===== config.mk =====
export PLATFORM = sky130hd
export DESIGN_NAME = clut_texel_expander_core_flat
export DESIGN_NICKNAME = d
export VERILOG_FILES = /design/src/cte_pkg.sv /design/src/cte_ifs.sv /design/src/clut_texel_expander_core.sv /design/src/flat_wrapper.sv
export SDC_FILE = /design/constraint.sdc
export NUM_CORES = 2
export LEC_CHECK = 0
export BUFFER_PORTS_ARGS = -buffer_cell sky130_fd_sc_hd__buf_2
export CELL_PAD_IN_SITES_DETAIL_PLACEMENT = 1
export CELL_PAD_IN_SITES_GLOBAL_PLACEMENT = 1
export CORE_MARGIN = 8
export CORE_UTILIZATION = 50
export DETAILED_ROUTE_END_ITERATION = 8
export PLACE_DENSITY_LB_ADDON = 0.1
export SLEW_MARGIN = 20
export SYNTH_ARGS = -nofsm -noshare
export SYNTH_HDL_FRONTEND = slang
export SYNTH_SLANG_ARGS = --single-unit

===== constraint.sdc =====
create_clock -name clk -period 8.6 [get_ports clk]
set_input_delay 1.72 -clock clk [delete_from_list [all_inputs] [get_ports clk]]
set_output_delay 1.72 -clock clk [all_outputs]
set_load 0.01 [all_outputs]

===== src/cte_pkg.sv =====
// Shared constants and types for the palette texel expander.
// No dependencies; every other file of the block imports this package.
`default_nettype none
package cte_pkg;

  localparam int PALETTE_DEPTH = 256;
  localparam int PAL_AW        = $clog2(PALETTE_DEPTH);
  localparam int VRAM_W        = 16;
  localparam int TEXEL_W       = 32;
  localparam int CFG_AW        = 3;
  localparam int CFG_DW        = 32;

  typedef enum logic [1:0] {
    DEPTH_IDX4   = 2'd0,
    DEPTH_IDX8   = 2'd1,
    DEPTH_DIRECT = 2'd2,
    DEPTH_RSVD   = 2'd3
  } depth_mode_t;

  typedef enum logic {
    WORD_PALETTE = 1'b0,
    WORD_TEXTURE = 1'b1
  } word_kind_t;

  localparam logic REG_DEPTH_MODE = 1'b0;

endpackage
`default_nettype wire


===== src/cte_ifs.sv =====
// Stream interfaces for the input words and the result texels.
// Depends on cte_pkg for the payload widths.
`default_nettype none
interface cte_in_if;
  import cte_pkg::*;
  logic              valid;
  logic              ready;
  logic              mode;
  logic [VRAM_W-1:0] vram_word;
  logic              restart_palette;

  modport source (output valid, output mode, output vram_word, output restart_palette,
                  input ready);
  modport sink   (input valid, input mode, input vram_word, input restart_palette,
                  output ready);
endinterface

interface cte_out_if;
  import cte_pkg::*;
  logic               valid;
  logic               ready;
  logic [TEXEL_W-1:0] texel;
  logic               last;

  modport source (output valid, output texel, output last, input ready);
  modport sink   (input valid, input texel, input last, output ready);
endinterface
`default_nettype wire


===== src/clut_texel_expander_core.sv =====
// Palette texel expander: turns video-memory words into 32-bit texels.
// Depends on cte_pkg and the stream interfaces in cte_ifs.sv.
//
// Input words arrive on in_stream. A palette word is written into the
// palette RAM at the write pointer as it is accepted and gives no texel.
// A texture word is split into four 4-bit or two 8-bit palette indices, or
// taken as one direct 15-bit colour, according to the depth_mode register.
// Texels leave on out_stream, one per cycle unless it stalls, with last
// set on the final texel of each word.
// The palette RAM has a single registered read port, so a texture word
// stays in the issue stage until it has issued one read per texel: four
// in 4-bit mode, two in 8-bit mode and one in direct mode. Palette words
// skip that stage; each texel passes it and the output register in turn.
// A new word is accepted in the cycle in which the previous word issues its
// last read. When out_stream stalls, the output register holds its word
// and the issue stage waits behind it, so in_stream backs up in turn.
// Reset clears the write pointer, depth_mode and all valid flags; the
// palette RAM is not cleared and must be loaded before it is used.
`default_nettype none
module clut_texel_expander_core
  import cte_pkg::*;
(
  input  wire logic              clk,
  input  wire logic              rst_n,
  cte_in_if.sink                 in_stream,
  cte_out_if.source              out_stream,
  input  wire logic              cfg_psel,
  input  wire logic              cfg_penable,
  input  wire logic              cfg_pwrite,
  input  wire logic [CFG_AW-1:0] cfg_paddr,
  input  wire logic [CFG_DW-1:0] cfg_pwdata,
  output logic      [CFG_DW-1:0] cfg_prdata,
  output logic                   cfg_pready
);

  depth_mode_t       depth_mode_r;
  logic [PAL_AW-1:0] wr_ptr_r;
  logic [PAL_AW-1:0] wr_ptr_nxt;
  logic [PAL_AW-1:0] wr_pos;
  logic [PAL_AW-1:0] wr_mask;

  logic [VRAM_W-1:0] pal_mem [PALETTE_DEPTH];

  logic              a_valid_r;
  logic [1:0]        a_cnt_r;
  depth_mode_t       a_depth_r;
  logic [VRAM_W-1:0] a_word_r;
  logic              a_last;
  logic [PAL_AW-1:0] a_idx;
  logic              issue;

  logic              b_valid_r;
  logic              b_last_r;
  logic              b_direct_r;
  logic [VRAM_W-1:0] b_word_r;
  logic [VRAM_W-1:0] rd_data_r;
  logic [VRAM_W-1:0] colour;

  logic              in_acc;
  logic              pal_we;
  logic              tex_load;
  logic              cfg_we;

  // Configuration port
  assign cfg_pready = 1'b1;
  assign cfg_we     = cfg_psel && cfg_penable && cfg_pwrite && cfg_pready &&
                      (cfg_paddr[2] == REG_DEPTH_MODE);

  always_comb begin
    cfg_prdata = '0;
    if (cfg_paddr[2] == REG_DEPTH_MODE) begin
      cfg_prdata = CFG_DW'(depth_mode_r);
    end
  end

  // Input acceptance
  assign in_stream.ready = !a_valid_r || (issue && a_last);
  assign in_acc   = in_stream.valid && in_stream.ready;
  assign pal_we   = in_acc && (in_stream.mode == WORD_PALETTE);
  assign tex_load = in_acc && (in_stream.mode == WORD_TEXTURE) &&
                    (depth_mode_r != DEPTH_RSVD);

  // Write pointer wraps at sixteen entries in 4-bit mode.
  always_comb begin
    wr_mask = (depth_mode_r == DEPTH_IDX4) ? PAL_AW'(15) : '1;
    wr_pos  = in_stream.restart_palette ? '0 : (wr_ptr_r & wr_mask);
    wr_ptr_nxt = (wr_pos + PAL_AW'(1)) & wr_mask;
  end

  always_ff @(posedge clk) begin
    if (!rst_n) begin
      depth_mode_r <= DEPTH_IDX4;
      wr_ptr_r     <= '0;
    end else begin
      if (cfg_we) begin
        depth_mode_r <= depth_mode_t'(cfg_pwdata[1:0]);
      end
      if (pal_we) begin
        wr_ptr_r <= wr_ptr_nxt;
      end
    end
  end

  // Issue stage: one palette read per texel
  assign issue = a_valid_r && (!b_valid_r || out_stream.ready);

  always_comb begin
    case (a_depth_r)
      DEPTH_IDX4: begin
        a_last = (a_cnt_r == 2'd3);
        a_idx  = PAL_AW'(a_word_r[{a_cnt_r, 2'b00} +: 4]);
      end
      DEPTH_IDX8: begin
        a_last = (a_cnt_r == 2'd1);
        a_idx  = PAL_AW'(a_cnt_r[0] ? a_word_r[15:8] : a_word_r[7:0]);
      end
      default: begin
        a_last = 1'b1;
        a_idx  = '0;
      end
    endcase
  end

  always_ff @(posedge clk) begin
    if (!rst_n) begin
      a_valid_r <= 1'b0;
      a_cnt_r   <= '0;
    end else begin
      if (tex_load) begin
        a_valid_r <= 1'b1;
        a_cnt_r   <= '0;
      end else if (issue) begin
        a_valid_r <= !a_last;
        a_cnt_r   <= a_cnt_r + 2'd1;
      end
    end
  end

  always_ff @(posedge clk) begin
    if (tex_load) begin
      a_depth_r <= depth_mode_r;
      a_word_r  <= in_stream.vram_word;
    end
  end

  // Palette RAM
  always_ff @(posedge clk) begin
    if (pal_we) begin
      pal_mem[wr_pos] <= in_stream.vram_word;
    end
  end

  always_ff @(posedge clk) begin
    if (issue) begin
      rd_data_r <= pal_mem[a_idx];
    end
  end

  // Output stage
  always_ff @(posedge clk) begin
    if (!rst_n) begin
      b_valid_r <= 1'b0;
    end else begin
      if (issue) begin
        b_valid_r <= 1'b1;
      end else if (out_stream.ready) begin
        b_valid_r <= 1'b0;
      end
    end
  end

  always_ff @(posedge clk) begin
    if (issue) begin
      b_last_r   <= a_last;
      b_direct_r <= (a_depth_r == DEPTH_DIRECT);
      b_word_r   <= a_word_r;
    end
  end

  assign colour = b_direct_r ? b_word_r : rd_data_r;

  assign out_stream.valid = b_valid_r;
  assign out_stream.last  = b_last_r;
  assign out_stream.texel = {(|colour) ? 8'hff : 8'h00,
                             colour[14:10], 3'b000,
                             colour[9:5],   3'b000,
                             colour[4:0],   3'b000};

endmodule
`default_nettype wire


===== src/flat_wrapper.sv =====
// flat-port wrapper written by rule: the top's interface ports become plain ports
module clut_texel_expander_core_flat import cte_pkg::*;
  (clk, rst_n, cfg_psel, cfg_penable, cfg_pwrite, cfg_paddr, cfg_pwdata, cfg_prdata, cfg_pready, in_stream_valid, in_stream_mode, in_stream_vram_word, in_stream_restart_palette, in_stream_ready, out_stream_valid, out_stream_texel, out_stream_last, out_stream_ready);
  cte_in_if in_stream_i ();
  cte_out_if out_stream_i ();
  input  wire logic clk;
  input  wire logic rst_n;
  input  wire logic cfg_psel;
  input  wire logic cfg_penable;
  input  wire logic cfg_pwrite;
  input  wire logic [CFG_AW-1:0] cfg_paddr;
  input  wire logic [CFG_DW-1:0] cfg_pwdata;
  output logic      [CFG_DW-1:0] cfg_prdata;
  output logic cfg_pready;
  input wire logic [$bits(in_stream_i.valid)-1:0] in_stream_valid;
  input wire logic [$bits(in_stream_i.mode)-1:0] in_stream_mode;
  input wire logic [$bits(in_stream_i.vram_word)-1:0] in_stream_vram_word;
  input wire logic [$bits(in_stream_i.restart_palette)-1:0] in_stream_restart_palette;
  output wire logic [$bits(in_stream_i.ready)-1:0] in_stream_ready;
  output wire logic [$bits(out_stream_i.valid)-1:0] out_stream_valid;
  output wire logic [$bits(out_stream_i.texel)-1:0] out_stream_texel;
  output wire logic [$bits(out_stream_i.last)-1:0] out_stream_last;
  input wire logic [$bits(out_stream_i.ready)-1:0] out_stream_ready;
  assign in_stream_i.valid = in_stream_valid;
  assign in_stream_i.mode = in_stream_mode;
  assign in_stream_i.vram_word = in_stream_vram_word;
  assign in_stream_i.restart_palette = in_stream_restart_palette;
  assign in_stream_ready = in_stream_i.ready;
  assign out_stream_valid = out_stream_i.valid;
  assign out_stream_texel = out_stream_i.texel;
  assign out_stream_last = out_stream_i.last;
  assign out_stream_i.ready = out_stream_ready;
  clut_texel_expander_core u_core (.clk(clk), .rst_n(rst_n), .in_stream(in_stream_i), .out_stream(out_stream_i), .cfg_psel(cfg_psel), .cfg_penable(cfg_penable), .cfg_pwrite(cfg_pwrite), .cfg_paddr(cfg_paddr), .cfg_pwdata(cfg_pwdata), .cfg_prdata(cfg_prdata), .cfg_pready(cfg_pready));
endmodule

; Yosys cells after proc, flatten, opt, wreduce, memory -nomap -nowiden
; Memory sizes are Yosys's and may differ from the RTL's. A register that Yosys moved wholly into a read port is not among the register bits.
; Cells that the tools add are included.
[word_totals]
wordCells = 58
register_bits = 50
ram_bits = 4096
memories = 1
in_bits = 60
[op_classes]
eq_ne = 5
n_reduce_logical = 20
bitwise_logic = 5
shifts = 1
n_mux = 14
n_addsub = 2
[mem_list]
columns = name, words, width, read_ports, rd_clocked_by_memory_dff, write_ports, line
row1 = u_core.pal_mem, 256, 16, 1, 1, 1, clut_texel_expander_core.sv:42  ; logic [VRAM_W-1:0] pal_mem [PALETTE_DEPTH];
[ops]
columns = op, count
row1 = 2-to-1 mux 8 bit, 4
row2 = AND 8 bit, 2
row3 = 2-to-1 mux 16 bit, 1
row4 = one-hot mux 8 bit (2 select lines), 1
row5 = OR reduction 16 bit, 1
row6 = indexed part select 16 x 5 -> 4 bit, 1
row7 = logical AND 1 bit, 9
row8 = "adder 8 x 1 -> 8 bit, second input constant", 1
row9 = 2-to-1 mux 1 bit, 6
row10 = "== test 2 x 1 -> 1 bit, second input constant", 2
row11 = "== test 2 bit, second input constant", 2
row12 = logical NOT 2 bit, 2
row13 = nonzero test 2 bit, 2
row14 = logical NOT 1 bit, 3
row15 = inverter 1 bit, 3
row16 = "adder 2 x 1 -> 2 bit, second input constant", 1
row17 = logical OR 1 bit, 2
row18 = 2-to-1 mux 2 bit, 1
row19 = "inequality test 2 bit, second input constant", 1
row20 = one-hot mux 1 bit (2 select lines), 1
row21 = OR reduction 2 bit, 1

; Longest topological paths before layout
[logic_depth]
depth_word = 9
mapped_depth = 17
ltp_nobuf = 10

; Worst setup path before layout
; No wires, ideal clock.
[synth_path]
path_kind = input to register
from = input port out_stream_ready
to = memory u_core.pal_mem[104][0] (enable)
path_buffers = 2
slack_ns = 3.946
path_stages = 9
t_arrival_ns = 4.266
setup_time_ns = 0.388
path_cell_list = nor2b_1 o21ai_0 nand2_1 or2_2 clkbuf_1 nor3b_1 nand2_1 clkbuf_1 nor2_1
[synth_between]
elab_chain_cells = 8
[synth_lines]
columns = element, line
row1 = "start, declared", flat_wrapper.sv:23  ; input wire logic [$bits(out_stream_i.ready)-1:0] out_stream_ready;
row2 = logical OR 1 bit, clut_texel_expander_core.sv:105  ; assign issue = a_valid_r && (!b_valid_r || out_stream.ready);
row3 = logical AND 1 bit, clut_texel_expander_core.sv:105
row4 = logical AND 1 bit, clut_texel_expander_core.sv:77  ; assign in_stream.ready = !a_valid_r || (issue && a_last);
row5 = logical OR 1 bit, clut_texel_expander_core.sv:77
row6 = named net in_stream_ready, flat_wrapper.sv:19  ; output wire logic [$bits(in_stream_i.ready)-1:0] in_stream_ready;
row7 = logical AND 1 bit, clut_texel_expander_core.sv:78  ; assign in_acc = in_stream.valid && in_stream.ready;
row8 = logical AND 1 bit, clut_texel_expander_core.sv:79  ; assign pal_we = in_acc && (in_stream.mode == WORD_PALETTE);
row9 = 2-to-1 mux 1 bit, clut_texel_expander_core.sv:148  ; if (pal_we) begin
row10 = 2-to-1 mux 1 bit (implied by the code), clut_texel_expander_core.sv:149  ; pal_mem[wr_pos] <= in_stream.vram_word;
row11 = "end, declared", clut_texel_expander_core.sv:42
; The timed path passes the listed nets, and every way through them passes these cells.

; Worst setup path after layout
[layout_path]
from = register u_core.a_cnt_r[0]
to = register u_core.rd_data_r[5], read port of u_core.pal_mem (data pin)
[layout_between]
elab_chain_cells = 2
word_cells_on_any_way = 3
[layout_lines]
columns = element, line
row1 = "start, declared", clut_texel_expander_core.sv:45  ; logic [1:0] a_cnt_r;
row2 = "start signal, assigned", clut_texel_expander_core.sv:134  ; a_cnt_r <= a_cnt_r + 2'd1;
row3 = indexed part select 16 x 5 -> 4 bit / 2-to-1 mux 8 bit (equally long branches), "clut_texel_expander_core.sv:111, clut_texel_expander_core.sv:115"
row4 = one-hot mux 8 bit (2 select lines) (*), clut_texel_expander_core.sv:108  ; case (a_depth_r)
row5 = "end, declared", clut_texel_expander_core.sv:56  ; logic [VRAM_W-1:0] rd_data_r;
; Every way passes the cells marked *; elsewhere a longest branch is shown, timed or not.
; A chain may end at the register's enable or synchronous reset.

==> out/qor.yml <==
post_route_setup_tns_ps: 0
drv.max_cap_violation_count: 0
finalClockSkew_ps: 51.6
time_the_worst_path_needs_with_i_o_delays_and_setup_ps: 6680
worst_r2r_endpoint: "u_core.rd_data_r[5]"
power.net_switching_w: 0.00951
worst_min_delay_path_class: "reg -> reg"
drv_slew: 0
hold_buf_cts: 0
max_freq_mhz: 150
worst_skew_pair.late_latency_ps: 960
synthCells: 8767
wire_per_inst_um: 35.8
synth-seq-area-share_pct: 78.0
fin_crit_sh_pct: 77.7
layout.cells.most_common: "sky130_fd_sc_hd__edfxtp_1"
met2WireLength_um: 230000
grt_antenna_before_repair: 33
via_per_inst: 6.45
coreArea_mm2: 0.318
routed.top_layer: "met5"
cts_root_buf: "sky130_fd_sc_hd__clkbuf_16"
timing_worst_slew_pin_value_ps: 1300
p_comb_share_pct: 5.8
ys.flop_type: "sky130_fd_sc_hd__edfxtp_1"
p_seq_share_pct: 52.3
crit_path_start_kind: "flip-flop"
critPathCaptureType: "flip-flop"
synth_warnings: 0
timing.critical_path.arrival_ps: 7310
h_tree_depth: 5
track_usage_pct: 28.2
synth_compound_area_share_pct: 3.91
drt-pass1-iter-count: 6
cp_max_fo: 42
drtIter0Drc: 11007
placement.io_buffers: 55
multiInputGateArea_mm2: 0.0333
yosys.area.top_type: "sky130_fd_sc_hd__edfxtp_1"
timing_worst_setup_path_type: "reg -> reg"
final_cell_area_mm2: 0.181
final-setup-viol-count: 0
first_global_vias: 88980
chipWidth_um: 582
yosys-mux-area-fraction_pct: 10.0
cts.repair_timing.setup_buffer_count: 0
cp.required_ps: 9230
unrepaired_setup_endpoints_after_global_routing: "no"
post_synth_xor_area_fraction_pct: 0.0164
placement_rows: 207
total_vias_in_the_final_route: 88125
fillers: 27694
clk_pin_slew_ps: 60
run_status: "finished, final reports clean"
synth_cell_type_count: 65
syn_area_per_cell_um2: 18.3
start_util_pct: 50.3
hold_path_end: "u_core.b_word_r[0]"
ir_worst_vdd_v: 0.000205
grt.overflow.total: 0
area.growth.synth_to_final_pct: 12.8
cts_max_path_buffers: 4
slew_headroom_pct: 12.5
synth_top_family_by_area: "multiplexers"
dp_hpwl_um: 286000
layout.area.seq_mm2: 0.125
regToRegSetupSlack_ps: 1920
hold_depth: 0
adder_cell_share_of_the_synthesized_area_pct: 0.0313
total_power_w: 0.0427
pwr_density_cell_mw_per_mm2: 236
layout_common_cells: "sky130_fd_sc_hd__edfxtp_1 (4148), sky130_fd_sc_hd__nand2_1 (1301), sky130_fd_sc_hd__mux4_2 (636)"
cts_tree: "done"
layout.cells.non_filler: 13657
synth_top_cell_area_share_pct: 77.8
sw_frac_of_total_pct: 22.3
post_route_cells_drive_above_1_share_pct: 19.5
reg2reg_depth: 10
die_y_um: 582
largest_net_degree_at_the_start_of_global_routing: 177
cts_sinks: 4162
grt_first_pass_wirelength_um: 683000
share_clk_of_total_power_pct: 41.9
design.die.area_mm2: 0.339
min_hold_slack_ps: 464
cts_made_buffers: 428
finalWirelength_um: 489000
met3WireLength_um: 42000
hold_viol: 0
p_leak_nw: 57.7
globalplace.congestion: 0.851
synth_area_mm2: 0.160
ys_top_cells_by_area: "sky130_fd_sc_hd__edfxtp_1 (78%), sky130_fd_sc_hd__mux4_2 (8.9%), sky130_fd_sc_hd__nand2_1 (3.1%), sky130_fd_sc_hd__nand3_1 (1.5%), sky130_fd_sc_hd__a22oi_1 (1.3%)"
drt.antenna.violating_nets: 0
cts.repair.resized: 0
io-pin-count: 128
layout.nets: 9171
hold_wc_startpoint: "u_core.a_word_r[0]"
cellInternalPower_w: 0.0332
post_dp_cell_area_mm2: 0.167
yosys_register_bits: 4162
synth_enable_flop_cells: 4148
detail_route.wirelength.met1_um: 199000
simple_gate_fraction_of_synth_area_pct: 6.26
dp.cells: 12856
critical_path.reg2reg.startpoint: "u_core.a_cnt_r[0]"
final_routed_drc_violation_total: 0
async_reset_ff_share_pct: 0
-- metal layers --
layer / GRT usage (%) / vias up
li1: - / 35837
met1: 40.0 / 47445
met2: 44.6 / 4094
met3: 5.21 / 745
met4: 9.38 / 4
met5: 0 / -
-- Yosys cell counts (all sizes together), types with 7 or more instances --
| cell | n |
|---|---|
| o22ai | 32 |
| inv | 7 |
| nor2 | 302 |
| a31oi | 131 |
| a211oi | 29 |
| clkbuf | 301 |
| o31ai | 30 |
| and3 | 22 |
| nor3 | 22 |
| mux2 | 30 |
| nand3 | 493 |
| mux2i | 141 |
| buf | 273 |
| a21oi | 50 |
| nand4 | 137 |
| nand2 | 1315 |
| a221oi | 46 |
| a22oi | 283 |
| o211ai | 12 |
| edfxtp | 4148 |
| o211a | 21 |
| a311oi | 12 |
| and2 | 7 |
| mux4 | 636 |
| nor2b | 23 |
| dfxtp | 14 |
| o21ai | 66 |
| nor4 | 10 |
| o2111ai | 47 |
| a22o | 11 |
| a32oi | 38 |
-- critical path, stage by stage (launching register included) --
cell and delay [ps]:
sky130_fd_sc_hd__dfxtp_1 910, sky130_fd_sc_hd__nor2b_1 230, sky130_fd_sc_hd__o21ai_2 720, sky130_fd_sc_hd__o21a_4 890
sky130_fd_sc_hd__buf_4 830, sky130_fd_sc_hd__mux4_2 620, sky130_fd_sc_hd__a22oi_1 450, sky130_fd_sc_hd__nand2_1 260
sky130_fd_sc_hd__a211oi_1 520, sky130_fd_sc_hd__a41o_1 550, sky130_fd_sc_hd__nand4_1 230
-- flip-flops by register name, summed over array words and instances (netlist names), 2 cells and up --
register and count:
u_core.pal_mem 4096, u_core.a_word_r 16, u_core.b_word_r 16, u_core.rd_data_r 16, u_core.wr_ptr_r 8, u_core.a_cnt_r 2
u_core.a_depth_r 2, u_core.depth_mode_r 2
-- worst max-delay path by stage --
stage                                  from                      to  cells after the start
after floorplan            out_stream_ready  u_core.pal_mem[104][0]                      9
after global placement    u_core.a_cnt_r[0]     u_core.rd_data_r[6]                      9
after detailed placement  u_core.a_cnt_r[0]     u_core.rd_data_r[6]                      9
after CTS                 u_core.a_cnt_r[0]     u_core.rd_data_r[6]                      9
after global routing      u_core.a_cnt_r[0]     u_core.rd_data_r[5]                     10
final                     u_core.a_cnt_r[0]     u_core.rd_data_r[5]                     10
-- cells by family (layout without fill, tap and decap cells) --
group / after synthesis / count (layout)
other cells: 2 / 65
mux: 807 / 807
compound gates: 858 / 858
fa+ha+maj: 4 / 4
buf+inv: 581 / 1228
xor+xnor: 3 / 3
simple gates: 2350 / 2350
flops: 4162 / 4162
-- metrics by stage --
stage / util, % / worst slack, ps
2_1_floorplan: - / 3950
3_3_place_gp: 52.5 / 2080
3_5_place_dp: 52.5 / 2000
4_1_cts: 56.7 / 2000
5_1_grt: 56.8 / 1940
6_report: 56.8 / 1920
-- power by group through the flow --
stage,registers (W),clock network [W],logic (W)
6_report,0.0224,0.0179,0.00247
3_3_place_gp,0.0228,0,0.00241
4_1_cts,0.0224,0.0181,0.00247
5_1_grt,0.0223,0.0188,0.00258
2_1_floorplan,0.0228,0,0.00128
3_5_place_dp,0.0228,0,0.00246
-- cell type report --
cell class / instances / area share [%]
repair buffers: 446 / 2.14
diodes: 25 / 0.0346
clock inverters: 224 / 1.08
multi-input cells: 4062 / 18.4
clock buffers: 551 / 6.29
inverters: 7 / 0.0145
well taps: 4180 / 2.89
flip-flops and latches: 4162 / 69.1
(Power assumes the default switching activity.)
